<file path="src/design/mqmm_pkg.sv">
`default_nettype none
package mqmm_pkg;

  localparam int NUM_QUEUES_DEF = 8;
  localparam int MEM_DEPTH_DEF  = 1024;
  localparam int MSG_WIDTH_DEF  = 32;

  localparam int KIND_W   = 2;
  localparam int QID_W    = 3;
  localparam int MSGF_W   = 32;
  localparam int BASEF_W  = 10;
  localparam int SIZEF_W  = 11;
  localparam int STATUS_W = 3;

  typedef enum logic [KIND_W-1:0] {
    KIND_CREATE = 2'd0,
    KIND_POST   = 2'd1,
    KIND_ACCEPT = 2'd2,
    KIND_FLUSH  = 2'd3
  } kind_t;

  typedef enum logic [STATUS_W-1:0] {
    ST_OK       = 3'd0,
    ST_INVALID  = 3'd1,
    ST_FULL     = 3'd2,
    ST_EMPTY    = 3'd3,
    ST_NO_BLOCK = 3'd4
  } status_t;

  typedef struct packed {
    logic [KIND_W-1:0]  kind;
    logic [QID_W-1:0]   queue_id;
    logic [MSGF_W-1:0]  message;
    logic [BASEF_W-1:0] region_base;
    logic [SIZEF_W-1:0] region_size;
  } in_item_t;

  typedef struct packed {
    logic [STATUS_W-1:0] status;
    logic [QID_W-1:0]    created_id;
    logic [MSGF_W-1:0]   message_out;
  } out_item_t;

endpackage
`default_nettype wire

</file>
<file path="src/design/mqmm_front.sv">
`default_nettype none
// Classifies an item against the control blocks, updates the blocks and
// issues one memory command with its result fields to the queue.
module mqmm_front #(
  parameter int NUM_QUEUES = mqmm_pkg::NUM_QUEUES_DEF,
  parameter int MEM_DEPTH  = mqmm_pkg::MEM_DEPTH_DEF,
  parameter int MSG_WIDTH  = mqmm_pkg::MSG_WIDTH_DEF,
  localparam int AW = $clog2(MEM_DEPTH),
  localparam int SW = $clog2(MEM_DEPTH + 1),
  localparam int QW = (NUM_QUEUES > 1) ? $clog2(NUM_QUEUES) : 1,
  localparam int CW = $clog2(NUM_QUEUES + 1)
) (
  input  wire logic               clk,
  input  wire logic               rst,
  input  wire mqmm_pkg::in_item_t item,
  input  wire logic               item_valid,
  output logic                    item_ready,
  output logic                    cmd_valid,
  input  wire logic               cmd_ready,
  output logic                    cmd_write,
  output logic                    cmd_read,
  output logic [AW-1:0]           cmd_addr,
  output logic [MSG_WIDTH-1:0]    cmd_data,
  output logic [mqmm_pkg::STATUS_W-1:0] cmd_status,
  output logic [mqmm_pkg::QID_W-1:0]    cmd_created
);

  logic [CW-1:0] in_use;
  logic [AW-1:0] qbase [NUM_QUEUES];
  logic [SW-1:0] qsize [NUM_QUEUES];
  logic [SW-1:0] inoff [NUM_QUEUES];
  logic [SW-1:0] outoff [NUM_QUEUES];
  logic [SW-1:0] count [NUM_QUEUES];

  logic               fire;
  logic               qid_ok;
  logic [QW-1:0]      q;
  logic [QW-1:0]      newq;
  logic [SW-1:0]      rsize;
  logic [SW-1:0]      in_inc;
  logic [SW-1:0]      out_inc;
  logic [SW:0]        addr_sum;
  logic [mqmm_pkg::STATUS_W-1:0] st;
  logic               do_wr;
  logic               do_rd;

  assign item_ready = cmd_ready;
  assign fire = item_valid && item_ready;
  assign q = QW'(item.queue_id);
  assign newq = QW'(in_use);
  assign qid_ok = 32'(item.queue_id) < 32'(in_use);
  assign in_inc = inoff[q] + SW'(1);
  assign out_inc = outoff[q] + SW'(1);

  always_comb begin
    if (32'(item.region_size) > 32'(MEM_DEPTH)) begin
      rsize = SW'(MEM_DEPTH);
    end else begin
      rsize = SW'(item.region_size);
    end
    st = mqmm_pkg::ST_OK;
    do_wr = 1'b0;
    do_rd = 1'b0;
    addr_sum = '0;
    case (mqmm_pkg::kind_t'(item.kind))
      mqmm_pkg::KIND_CREATE: begin
        if (32'(in_use) >= 32'(NUM_QUEUES)) st = mqmm_pkg::ST_NO_BLOCK;
      end
      mqmm_pkg::KIND_POST: begin
        if (!qid_ok) st = mqmm_pkg::ST_INVALID;
        else if (count[q] >= qsize[q]) st = mqmm_pkg::ST_FULL;
        else do_wr = 1'b1;
        addr_sum = (SW+1)'(qbase[q]) + (SW+1)'(inoff[q]);
      end
      mqmm_pkg::KIND_ACCEPT: begin
        if (!qid_ok) st = mqmm_pkg::ST_INVALID;
        else if (count[q] == '0) st = mqmm_pkg::ST_EMPTY;
        else do_rd = 1'b1;
        addr_sum = (SW+1)'(qbase[q]) + (SW+1)'(outoff[q]);
      end
      mqmm_pkg::KIND_FLUSH: begin
        if (!qid_ok) st = mqmm_pkg::ST_INVALID;
      end
      default: st = mqmm_pkg::ST_INVALID;
    endcase
  end

  always_ff @(posedge clk) begin
    if (rst) begin
      in_use <= '0;
    end else if (fire && item.kind == mqmm_pkg::KIND_CREATE &&
                 st == mqmm_pkg::ST_OK) begin
      in_use <= in_use + CW'(1);
    end
  end

  always_ff @(posedge clk) begin
    if (fire) begin
      if (item.kind == mqmm_pkg::KIND_CREATE && st == mqmm_pkg::ST_OK) begin
        qbase[newq]  <= AW'(item.region_base);
        qsize[newq]  <= rsize;
        inoff[newq]  <= '0;
        outoff[newq] <= '0;
        count[newq]  <= '0;
      end else if (item.kind == mqmm_pkg::KIND_FLUSH && st == mqmm_pkg::ST_OK) begin
        inoff[q]  <= '0;
        outoff[q] <= '0;
        count[q]  <= '0;
      end else if (do_wr) begin
        count[q] <= count[q] + SW'(1);
        inoff[q] <= (in_inc >= qsize[q]) ? '0 : in_inc;
      end else if (do_rd) begin
        count[q]  <= count[q] - SW'(1);
        outoff[q] <= (out_inc >= qsize[q]) ? '0 : out_inc;
      end
    end
  end

  always_ff @(posedge clk) begin
    if (rst) begin
      cmd_valid <= 1'b0;
    end else if (cmd_ready) begin
      cmd_valid <= item_valid;
    end
  end

  always_ff @(posedge clk) begin
    if (fire) begin
      cmd_write   <= do_wr;
      cmd_read    <= do_rd;
      cmd_addr    <= (addr_sum >= (SW+1)'(MEM_DEPTH)) ?
                     AW'(addr_sum - (SW+1)'(MEM_DEPTH)) : AW'(addr_sum);
      cmd_data    <= MSG_WIDTH'(item.message);
      cmd_status  <= st;
      cmd_created <= (item.kind == mqmm_pkg::KIND_CREATE && st == mqmm_pkg::ST_OK) ?
                     mqmm_pkg::QID_W'(in_use) : '0;
    end
  end

  a_inuse_bound: assert property (@(posedge clk) disable iff (rst)
    32'(in_use) <= 32'(NUM_QUEUES))
    else $error("block count beyond pool");
  a_one_op: assert property (@(posedge clk) disable iff (rst)
    !(do_wr && do_rd))
    else $error("write and read together");
  a_create_grows: assert property (@(posedge clk) disable iff (rst)
    fire && item.kind == mqmm_pkg::KIND_CREATE && st == mqmm_pkg::ST_OK
    |=> in_use == $past(in_use) + CW'(1))
    else $error("create did not take a block");

endmodule
`default_nettype wire

</file>
<file path="config.mk">
export PLATFORM = sky130hd
export DESIGN_NAME = mqmm_front
export DESIGN_NICKNAME = d
export VERILOG_FILES = /design/src/design/mqmm_pkg.sv /design/src/design/mqmm_front.sv
export SDC_FILE = /design/constraint.sdc
export NUM_CORES = 1
export LEC_CHECK = 0
export BUFFER_PORTS_ARGS = -buffer_cell sky130_fd_sc_hd__clkbuf_2
export CORE_MARGIN = 4
export CORE_UTILIZATION = 55
export DETAILED_ROUTE_END_ITERATION = 10
export PLACE_DENSITY = 0.76
export SLEW_MARGIN = 20
export SYNTH_ARGS = -nofsm -noshare
export SYNTH_HDL_FRONTEND = slang
export SYNTH_SLANG_ARGS = --single-unit
</file>
<file path="constraint.sdc">
create_clock -name clk -period 8.79 [get_ports clk]
set_input_delay 1.3185 -clock clk [delete_from_list [all_inputs] [get_ports clk]]
set_output_delay 1.3185 -clock clk [all_outputs]
set_load 0.02 [all_outputs]
</file>
# Word-level counts from Yosys, hierarchy flattened
# Memories as Yosys holds them, arrays and structs flattened.
# Cells that the tools add are included.
[word_totals] input_bits=62 ff_bits=55 mem_bits_rw=432 mem_count=5
[mem_list] name="count" words=8 width=11 read_ports=1 rd_ports_with_merged_regs=0 wr=1 line="mqmm_front.sv:33" text="logic [SW-1:0] count [NUM_QUEUES];"
[mem_list] name="inoff" words=8 width=11 read_ports=1 rd_ports_with_merged_regs=0 wr=1 line="mqmm_front.sv:31" text="logic [SW-1:0] inoff [NUM_QUEUES];"
[mem_list] name="outoff" words=8 width=11 read_ports=1 rd_ports_with_merged_regs=0 wr=1 line="mqmm_front.sv:32" text="logic [SW-1:0] outoff [NUM_QUEUES];"
[mem_list] name="qsize" words=8 width=11 read_ports=1 rd_ports_with_merged_regs=0 wr=1 line="mqmm_front.sv:30" text="logic [SW-1:0] qsize [NUM_QUEUES];"
[mem_list] name="qbase" words=8 width=10 read_ports=1 rd_ports_with_merged_regs=0 wr=1 line="mqmm_front.sv:29" text="logic [AW-1:0] qbase [NUM_QUEUES];"
[classes] muxes=49 n_lt_le_gt_ge=7 n_bitwise=4 eq_ne=3 reduce_logical=11 n_addsub=8
[ops] operator="two-way mux 11 bit" count=10
[ops] operator="adder 11 x 1 -> 11 bit (second input constant)" count=3
[ops] operator=">= comparator 11 bit" count=3
[ops] operator="OR reduction 11 bit" count=3
[ops] operator="two-way mux 1 bit" count=28
[ops] operator="adder 10 x 11 -> 12 bit" count=2
[ops] operator="case mux 12 bit (2 select lines)" count=1
[ops] operator=">= comparator 12 x 11 -> 1 bit (second input constant)" count=1
[ops] operator="two-way mux 3 bit" count=4
[ops] operator="case mux 3 bit (4 select lines)" count=1
[ops] operator="greater-than comparator 11 bit (second input constant)" count=1
[ops] operator="zero test 11 bit" count=1
[ops] operator="subtractor 11 x 1 -> 11 bit (second input constant)" count=1
[ops] operator="two-way mux 10 bit" count=1
[ops] operator="subtractor 10 x 1 -> 10 bit (second input constant)" count=1
[ops] operator="two-way mux 2 bit" count=4
[ops] operator="logical AND 1 bit" count=5
[ops] operator="adder 4 x 1 -> 4 bit (second input constant)" count=1
[ops] operator="equality test 2 bit (second input constant)" count=2
[ops] operator=">= comparator 4 bit (second input constant)" count=1
[ops] operator="< comparator 3 x 4 -> 1 bit" count=1
[ops] operator="OR 1 bit" count=4
[ops] operator="zero test 3 bit" count=1
[ops] operator="equality test 2 x 1 -> 1 bit (second input constant)" count=1
[ops] operator="zero test 2 bit" count=1

# Logic depth before layout (Yosys ltp)
# Gate-level depths: netlist (run 1).
# An unclocked memory read counts as a cell.
[depth] word_depth=15 depth_mapped=24 depth_no_buf=15

# Least setup slack after synthesis (run 1)
# No wires, ideal clock.
[synth_timing] kind="input port to flip-flop" start="input port item[53] (netlist name)" end="memory qbase[6][0] (netlist name), enable pin" path_stages=21 slack_ns=1.558 t_arrival_ns=6.833 setup_time_ns=0.399 n_path_buf=10 cell_sequence="buf_6 buf_12 buf_12 buf_12 buf_4 buf_4 buf_4 buf_2 buf_1 mux4_2 mux2_2 ha_1 nand2b_1 a211oi_1 o21ai_0 o2111a_1 nor3_1 and2_1 clkbuf_1 nand2_1 nor2_1"
[synth_between] elab_chain_cells=10 elab_cells_between_ends=16 cone_classes="order compare: 2; mux: 9; reduce/logical: 3; memory: 2"
[synth_rtl] item="start: declaration" line="mqmm_front.sv:15" text="input wire mqmm_pkg::in_item_t item,"
[synth_rtl] item="memory read (8 x 11 bit) (on tied branches)"
[synth_rtl] item=">= comparator 11 bit or zero test 11 bit (tied branches)" line="mqmm_front.sv:71, mqmm_front.sv:77"
[synth_rtl] item="two-way mux 2 bit (on tied branches)" line="mqmm_front.sv:71, mqmm_front.sv:77"
[synth_rtl] item="two-way mux 2 bit (on tied branches)" line="mqmm_front.sv:70, mqmm_front.sv:76"
[synth_rtl] item="case mux 3 bit (4 select lines) (*)" line="mqmm_front.sv:65" text="case (mqmm_pkg::kind_t'(item.kind))"
[synth_rtl] item="zero test 3 bit (*)" line="mqmm_front.sv:99" text="if (item.kind == mqmm_pkg::KIND_CREATE && st == mqmm_pkg::ST_OK) begin"
[synth_rtl] item="logical AND 1 bit (*)" line="mqmm_front.sv:99"
[synth_rtl] item="two-way mux 1 bit (*)" line="mqmm_front.sv:99"
[synth_rtl] item="two-way mux 1 bit (*)" line="mqmm_front.sv:98" text="if (fire) begin"
[synth_rtl] item="two-way mux 1 bit (not written as such) (*)" line="mqmm_front.sv:100" text="qbase[newq] <= AW'(item.region_base);"
[synth_rtl] item="end: declaration" line="mqmm_front.sv:29"
# Every way passes the cells marked *; elsewhere a longest branch is shown, timed or not.

# Worst setup path in the final report (run 1)
[layout_timing] start="input port item[53] (netlist name)" end="memory outoff[3][10] (netlist name) (data pin)"
[layout_between] elab_chain_cells=14 elab_cells_between_ends=38 cone_classes="add/sub: 1; order compare: 3; mux: 25; bitwise: 1; reduce/logical: 5; memory: 3"
[layout_rtl] item="memory read (8 x 11 bit) (on tied branches)"
[layout_rtl] item=">= comparator 11 bit or zero test 11 bit (tied branches)" line="mqmm_front.sv:71, mqmm_front.sv:77"
[layout_rtl] item="two-way mux 2 bit, or another cell as far along" line="mqmm_front.sv:71" text="else if (count[q] >= qsize[q]) st = mqmm_pkg::ST_FULL;"
[layout_rtl] item="two-way mux 2 bit, or another cell as far along" line="mqmm_front.sv:70" text="if (!qid_ok) st = mqmm_pkg::ST_INVALID;"
[layout_rtl] item="case mux 3 bit (4 select lines) or two-way mux 1 bit (tied branches)" line="mqmm_front.sv:65"
[layout_rtl] item="zero test 3 bit or two-way mux 1 bit (tied branches)" line="mqmm_front.sv:99, mqmm_front.sv:105, mqmm_front.sv:112"
[layout_rtl] item="logical AND 1 bit or two-way mux 1 bit (tied branches)" line="mqmm_front.sv:105, mqmm_front.sv:109"
[layout_rtl] item="two-way mux 1 bit" line="mqmm_front.sv:105" text="end else if (item.kind == mqmm_pkg::KIND_FLUSH && st == mqmm_pkg::ST_OK) begin"
[layout_rtl] item="two-way mux 1 bit" line="mqmm_front.sv:99"
[layout_rtl] item="two-way mux 1 bit" line="mqmm_front.sv:98"
[layout_rtl] item="two-way mux 1 bit (on tied branches)" line="mqmm_front.sv:107, mqmm_front.sv:114"
[layout_rtl] item="OR 1 bit (no source line)"
[layout_rtl] item="OR reduction 11 bit (no source line)"
[layout_rtl] item="two-way mux 11 bit (no source line) (*)"
[layout_rtl] item="end: declaration" line="mqmm_front.sv:32"
# Marks and branches as above.

==> results of run 1 <==
## tightest hold or removal path: cells and delay by family (launching register included)
kind             cells  cell delay (ps)
AND/OR/NAND/NOR      1               80
flip-flops           1              320
AO/OA/AOI/OAI        1               70
## cells by family (layout without fill, tap and decap cells)
logic type / after synthesis / count (layout)
compound gates: 121 / 121
simple gates: 207 / 207
mux: 180 / 180
flops: 487 / 487
xor+xnor: 26 / 26
fa+ha+maj: 56 / 56
buf+inv: 91 / 267
## power groups by stage
stage	Sequential [uW]	Clock, uW	Combinational [uW]
floorplan	2640	0	217
global route	2570	2170	377
CTS	2570	2060	344
global placement	2620	0	336
detailed placement	2620	0	342
finish	2570	2030	345
## worst paths after layout
kind	start	end	slack, ps	cells past startpoint
max	item[53]	outoff[3][10]$_DFFE_PP_	2390	14
min	cmd_valid$_SDFFE_PP0P_	cmd_valid$_SDFFE_PP0P_	510	2
max reg2reg	qsize[6][10]$_DFFE_PP_	inoff[2][10]$_DFFE_PP_	3980	14
min reg2reg	cmd_valid$_SDFFE_PP0P_	cmd_valid$_SDFFE_PP0P_	510	2
## synthesized netlist by cell type, types with 4 or more instances
| master | number | area share (%) |
|---|---|---|
| a21o_1 | 6 | 0.21 |
| a21oi_1 | 26 | 0.62 |
| a32oi_1 | 11 | 0.46 |
| and2_1 | 12 | 0.36 |
| and3_1 | 5 | 0.15 |
| and4_1 | 11 | 0.46 |
| and4b_1 | 8 | 0.38 |
| buf_2 | 17 | 0.40 |
| buf_4 | 5 | 0.18 |
| clkbuf_1 | 23 | 0.41 |
| dfxtp_1 | 5 | 0.47 |
| edfxtp_1 | 482 | 69 |
| ha_1 | 55 | 3.3 |
| inv_1 | 39 | 0.69 |
| mux2_2 | 22 | 1.2 |
| mux2i_1 | 48 | 2.3 |
| mux4_1 | 9 | 1.1 |
| mux4_2 | 99 | 11 |
| nand2_1 | 23 | 0.41 |
| nand2b_1 | 12 | 0.36 |
| nand3_1 | 13 | 0.31 |
| nand4_1 | 4 | 0.12 |
| nor2_1 | 52 | 0.92 |
| nor2b_1 | 22 | 0.65 |
| nor3_1 | 25 | 0.59 |
| o21ai_0 | 32 | 0.76 |
| o22ai_1 | 5 | 0.15 |
| o31ai_1 | 9 | 0.32 |
| xnor2_1 | 16 | 0.66 |
| xor2_1 | 10 | 0.41 |
## flip-flops by register name (all words and copies together), names as in the netlist
signal and count:
qbase 80, cmd_addr 10, cmd_status 3, inoff 88, in_use 4, cmd_created 3
cmd_data 32, cmd_write 1, outoff 88, cmd_valid 1, cmd_read 1, qsize 88
count 88
## through the flow
step | hold slack [ps] | area [um^2]
global route | 535 | 24000
global placement | 459 | 22300
detailed placement | 502 | 22300
CTS | 510 | 23900
finish | 510 | 24000
floorplan | 541 | 21100
## cell type report
class	count	area, um^2	share of cell area [%]
inverter	39	146	0.611
multi-input combinational	590	6240	26.1
clock inverter	33	315	1.32
timing repair buffer	138	779	3.25
clock buffer	57	1260	5.24
sequential	487	14600	60.8
tap	511	639	2.67
## metal layers
| metal | up-vias | wire length, um | GRT usage [%] |
|---|---|---|---|
| li1 | 5009 | - | - |
| met1 | 5766 | 18700 | 31.8 |
| met2 | 504 | 21400 | 34.7 |
| met3 | 69 | 3610 | 4.08 |
| met4 | 0 | 990 | 5.67 |
| met5 | - | 0 | 0 |
==> metrics.txt, run 1 <==
Die ar. 41600 um^2; CTS Buf Count 49; # Post-CTS Setup Buffers 0; RSZ-0062 raised after global routing no; clk_skew 25.8 ps; grt ovf 0; # IOs 114; vias in the first global route 11500; CP Cell Sequence clkbuf_8, buf_4, mux4_2, mux2i_1, inv_1, ha_1, xnor2_1, ha_1, nor2b_1, o21ai_0, a21oi_1, o31ai_1, nand4_1, nor2b_1; Worst setup EP type register; worst-path cell with the longest stage delay o31ai_1; routability congestion estimate 0.882; GR Util All Layers 21.8%; first-pass GRT wire length 68700 um; Seq pwr share 51.9%; DRT Pass-1 Iters 7; Crit path arrival time 6690 ps; ys flop type edfxtp_1; CP max stage delay 810 ps; Switch Pwr 1070 uW; Yosys reg bits 487; initial antenna violation count 0; pre-CTS WS 1710 ps; Initial Util 56.0%; WP data required 9080 ps; post-synthesis mux area share 15.3%; # diodes 0; commonest non-fill, non-tap cell in the layout edfxtp_1; worst-path fanout max 87; crit path setup slack, layout 2390 ps; Total Neg Setup Slack 0 ps; internal power 3880 uW; main combinational cell family by area after synthesis multiplexers; Worst path top cell family by delay buffers and inverters; Final ANT Viol Nets 0; Setup CP Type in -> reg; fill count 2570; largest net degree at the start of global routing 88; syn_nets 1286; DR vias/cell 6.12; clock root buffer clkbuf_16; slew at the pin closest to its max-slew limit 1110 ps; Setup-failing EPs final 0; VDD IR-drop max 0.000186 V; area fraction in compound gates after synthesis 3.78%; fin cells 1855; Avg Inst Size Synth 18.1 um^2; Static Leakage 0.00863 uW; sw frac 21.7%; yosys warns 0; Rows 71; class of the worst hold path reg -> reg; count of cell types in the netlist 70; CTS Buffer Depth 3; Total Wirelength 44700 um; Max Slew Vio Count 0; highest clock rate 156 MHz; CP Launch Type primary input; post_cts resized 0; Core Region 37800 um^2; Placed Instances 1765; Final Cycle Share 72.9%; Die X 204 um; area grow syn2layout 13.4%; Cells after Synth 1168; drt drc 0; Clock Sinks 487; adder-cell area share of the yosys netlist 3.35%; outcome complete, no violations; Netlist Area Pre-Place 21100 um^2; HPWL after detailed placement 28400 um; min cycle time layout 6400 ps; sequential share of the synthesized area 69.0%; Clk pwr share 41.1%; Final Hold Vio Count 0; Synth Area in XOR/XNOR 1.08%; Worst-Skew Late Latency 590 ps; drt initial violations 1221; H-tree levels 2; CTS Hold Bufs 0; power per cell area 207 nW/um^2; final-stage net count 1423; Die Ht 204 um; Post-Synth Simple-Gate Area 5.48%; Gate power share 7.0%; vias after detailed routing 11300; max_slew headroom 25.3%; most frequent cells in the layout 482 x edfxtp_1, 110 x clkbuf_2, 99 x mux4_2; port bufs 113; max cap viols 0; final core occ 63.4%; share of cells above drive strength 1 26.3%; Reg clk slew, reported paths 60 ps; WL per Instance 24.1 um; fraction of registers with async set/reset 0%; Post-synth EDFFs 482; CTS tree done; Final Power 4950 uW; CP bufs+invs 3
No activity file was read; power rests on OpenSTA's default activity.
==> run 2, diff against run 1 <==
--- a/config.mk
+++ b/config.mk
@@ -5,11 +5,12 @@
 export SDC_FILE = /design/constraint.sdc
 export NUM_CORES = 1
 export LEC_CHECK = 0
+export ABC_AREA = 1
 export BUFFER_PORTS_ARGS = -buffer_cell sky130_fd_sc_hd__clkbuf_2
 export CORE_MARGIN = 4
 export CORE_UTILIZATION = 55
 export DETAILED_ROUTE_END_ITERATION = 10
-export PLACE_DENSITY = 0.76
+export PLACE_DENSITY = 0.79
 export SLEW_MARGIN = 20
 export SYNTH_ARGS = -nofsm -noshare
 export SYNTH_HDL_FRONTEND = slang
==> constraint.sdc (replaced) <==
create_clock -name clk -period 5.4 [get_ports clk]
set_input_delay 0.81 -clock clk [delete_from_list [all_inputs] [get_ports clk]]
set_output_delay 0.81 -clock clk [all_outputs]
set_load 0.02 [all_outputs]
==> run 2 against run 1 <==
Against the previous run: synthesized cell count rose by 60%; clock power grew 55%; critical path type unchanged; register-to-register slack got worse by 2900 ps; wire length rose by 20%; global-route usage increased by 3.3 points; utilization is 0.77 points higher; highest routed layer is now met5; power grew 64%; critical path depth grew 7.
==> metrics.txt, run 2 <==
H-tree levels 2 (unchanged); Die Ht 206 um (+1.1%); cell area after layout 24900 um^2 (+3.8%); clk_skew 30.4 ps (+4.61 ps); CP Launch Type primary input; Worst R2R Setup Slack 1130 ps (-2850 ps); max cap viols 0 (unchanged); Crit path arrival time 5110 ps (-1580 ps); HPWL after detailed placement 34000 um (+20%); power per cell area 326 nW/um^2 (+58%); vias after detailed routing 15100 (+33%); Cells after Synth 1869 (+60%); Post-synth EDFFs 482 (unchanged); most frequent cells in the layout 482 x edfxtp_1, 281 x nor2_1, 230 x nand2_1; RSZ-0062 raised after global routing no; VDD IR-drop max 0.000305 V (+64%); worst hold path endpoint cmd_data[17]$_DFFE_PP_; Total Wirelength 53500 um (+20%); routability congestion estimate 0.914 (+3.7%); Yosys reg bits 487 (unchanged); min cycle time layout 4770 ps; worst r2r src qsize[2][9]$_DFFE_PP_; RR Endpoint count[0][4]$_DFFE_PP_; Static Leakage 0.00956 uW (+11%); fin cells 2578 (+39%); count of cell types in the netlist 52 (-26%); CTS tree done; Worst setup EP type register; GR Util All Layers 25.1% (+3.3 points); WP data required 5730 ps (-3350 ps); Clock Sinks 487 (unchanged); Core Region 38700 um^2 (+2.6%); initial antenna violation count 4 (+4); port bufs 113 (unchanged); Worst-Skew Late Latency 600 ps (about the same); cell count of the worst reg-to-reg path 21 (+7); hold depth 1 (-1); Rows 72 (+1.4%); Avg Inst Size Synth 11.6 um^2 (-36%); sequential share of the synthesized area 67.5% (-1.5 points); hold path startpoint item[38]; DRT Pass-1 Iters 6 (-1); final-stage net count 2141 (+50%); Synth area leaders edfxtp_1 67%, nor2_1 5.3%, o21ai_0 5.0%; Final Hold Vio Count 0 (unchanged); Initial Util 55.8% (-0.21 points); Reg clk slew, reported paths 60 ps (about the same); CTS Buf Count 47 (-4.1%); leading area contributor after synthesis edfxtp_1; Setup CP Type in -> reg; most frequent cells after synthesis 482 x edfxtp_1, 303 x nor2_1, 230 x nand2_1, 217 x o21ai_0, 134 x inv_1; clock root buffer clkbuf_16; Final Cycle Share 88.4%; Placed Instances 2492 (+41%); Setup-failing EPs final 0 (unchanged); class of the worst hold path in -> reg; area grow syn2layout 15.2%; grt ovf 0 (unchanged); max_slew headroom 39.0% (+14 points); Synth top area share 67.0% (-1.5 points); drt drc 0 (unchanged); Netlist Area Pre-Place 21600 um^2 (+2.2%); ys flop type edfxtp_1; CTS Buffer Depth 3 (unchanged); WL per Instance 20.7 um (-14%); top-count cell post-synth edfxtp_1; yosys warns 0 (unchanged); largest net degree at the start of global routing 80 (-9.1%); Final ANT Viol Nets 0 (unchanged); # IOs 114 (unchanged); slew at the pin closest to its max-slew limit 905 ps (-209 ps); fraction of registers with async set/reset 0% (unchanged); # Post-CTS Setup Buffers 0 (unchanged); drt initial violations 1697 (+39%); highest clock rate 209 MHz; Cell Area, Placed 23400 um^2 (+4.8%); share of cells above drive strength 1 16.5% (-9.8 points); Die X 206 um (+1.1%); CTS Hold Bufs 0 (unchanged); commonest non-fill, non-tap cell in the layout edfxtp_1; Max Slew Vio Count 0 (unchanged); outcome complete, no violations; first-pass GRT wire length 82100 um (+20%); worst-path fanout max 65 (-25%); post_cts resized 0 (unchanged); Die ar. 42500 um^2 (+2.1%); syn_nets 1987 (+55%); DR vias/cell 5.87 (-4.0%); vias in the first global route 14900 (+30%)
-- run 2: changes by cell type after synthesis, sizes merged, moves of 16 or more --
cell    previous run  this run
mux2              23         0
inv               39       142
mux2i             49         2
nand2             23       239
clkbuf            23        43
o22ai              5        60
o21ai             33       243
buf               29        50
nor2              52       310
nand3             13        74
nor2b             22         0
a21oi             27        43
mux4             108         0
-- run 2: per-stage QoR --
stage / power, uW / worst slack (ps) / hold WS [ps] / utilization, % / TNS, ps
after floorplan: 4760 / -635 / 471 / - / -46600
after global placement: 4990 / 344 / 445 / 60.4 / 0
after detailed placement: 5020 / 177 / 465 / 60.4 / 0
after CTS: 8120 / 787 / 361 / 64.2 / 0
after global routing: 8370 / 333 / 371 / 64.2 / 0
final: 8100 / 626 / 382 / 64.2 / 0
-- run 2: cell families after synthesis --
kind of cell    synth area share [%]
compound gates                  10.2
xor+xnor                        1.18
fa+ha+maj                       3.28
buf+inv                         4.80
flops                           67.5
mux                           0.0927
simple gates                    13.0
-- run 2: worst max path at each step --
stage                   from                endpoint  slack, ps  cells past startpoint
floorplan           item[53]   qbase[2][0]$_DFFE_PP_       -630                     24
global placement    item[53]   inoff[2][5]$_DFFE_PP_        340                     21
detailed placement  item[53]  inoff[0][10]$_DFFE_PP_        180                     21
CTS                 item[53]  inoff[2][10]$_DFFE_PP_        790                     21
global route        item[53]  outoff[4][7]$_DFFE_PP_        330                     19
finish              item[53]  inoff[5][10]$_DFFE_PP_        630                     21
-- run 2: layout make-up --
| class | count | area [um^2] |
|---|---|---|
| Inverter | 143 | 542 |
| Fill cell | 2778 | 13900 |
| Tap cell | 518 | 648 |
| Multi-Input combinational cell | 1146 | 6100 |
| Clock buffer | 62 | 1270 |
| Clock inverter | 21 | 195 |
| Antenna cell | 3 | 7.51 |
| Sequential cell | 487 | 14600 |
| Timing Repair Buffer | 198 | 1540 |
-- run 2: where the power goes --
part           internal [uW]  switching, uW  total (uW)
sequential              4170           14.2        4190
clock                   1760           1380        3140
combinational            252            524         776
-- run 2: worst max-delay path: stages --
cell and delay (ps):
buf_6 110, inv_6 320, buf_12 360, buf_4 300
o21ai_0 120, o221ai_1 310, nand3_1 150, nor2_1 110
nand2_1 90, nor2_1 210, nand3_1 140, nor3_1 200
xor2_1 280, inv_1 80, ha_1 300, nand4_1 100
nor4_1 50, a311oi_1 210, nand3_1 110, buf_4 200
nor2_1 420
-- run 2: per-layer routing --
metal	up-vias	routed length (um)	part of all wire [%]	GRT usage [%]
li1	6936	-	-	-
met1	7306	20400	38	32.8
met2	750	26700	50	42.6
met3	145	4570	8.5	3.89
met4	2	1840	3.4	10.1
met5	-	13	0.024	0
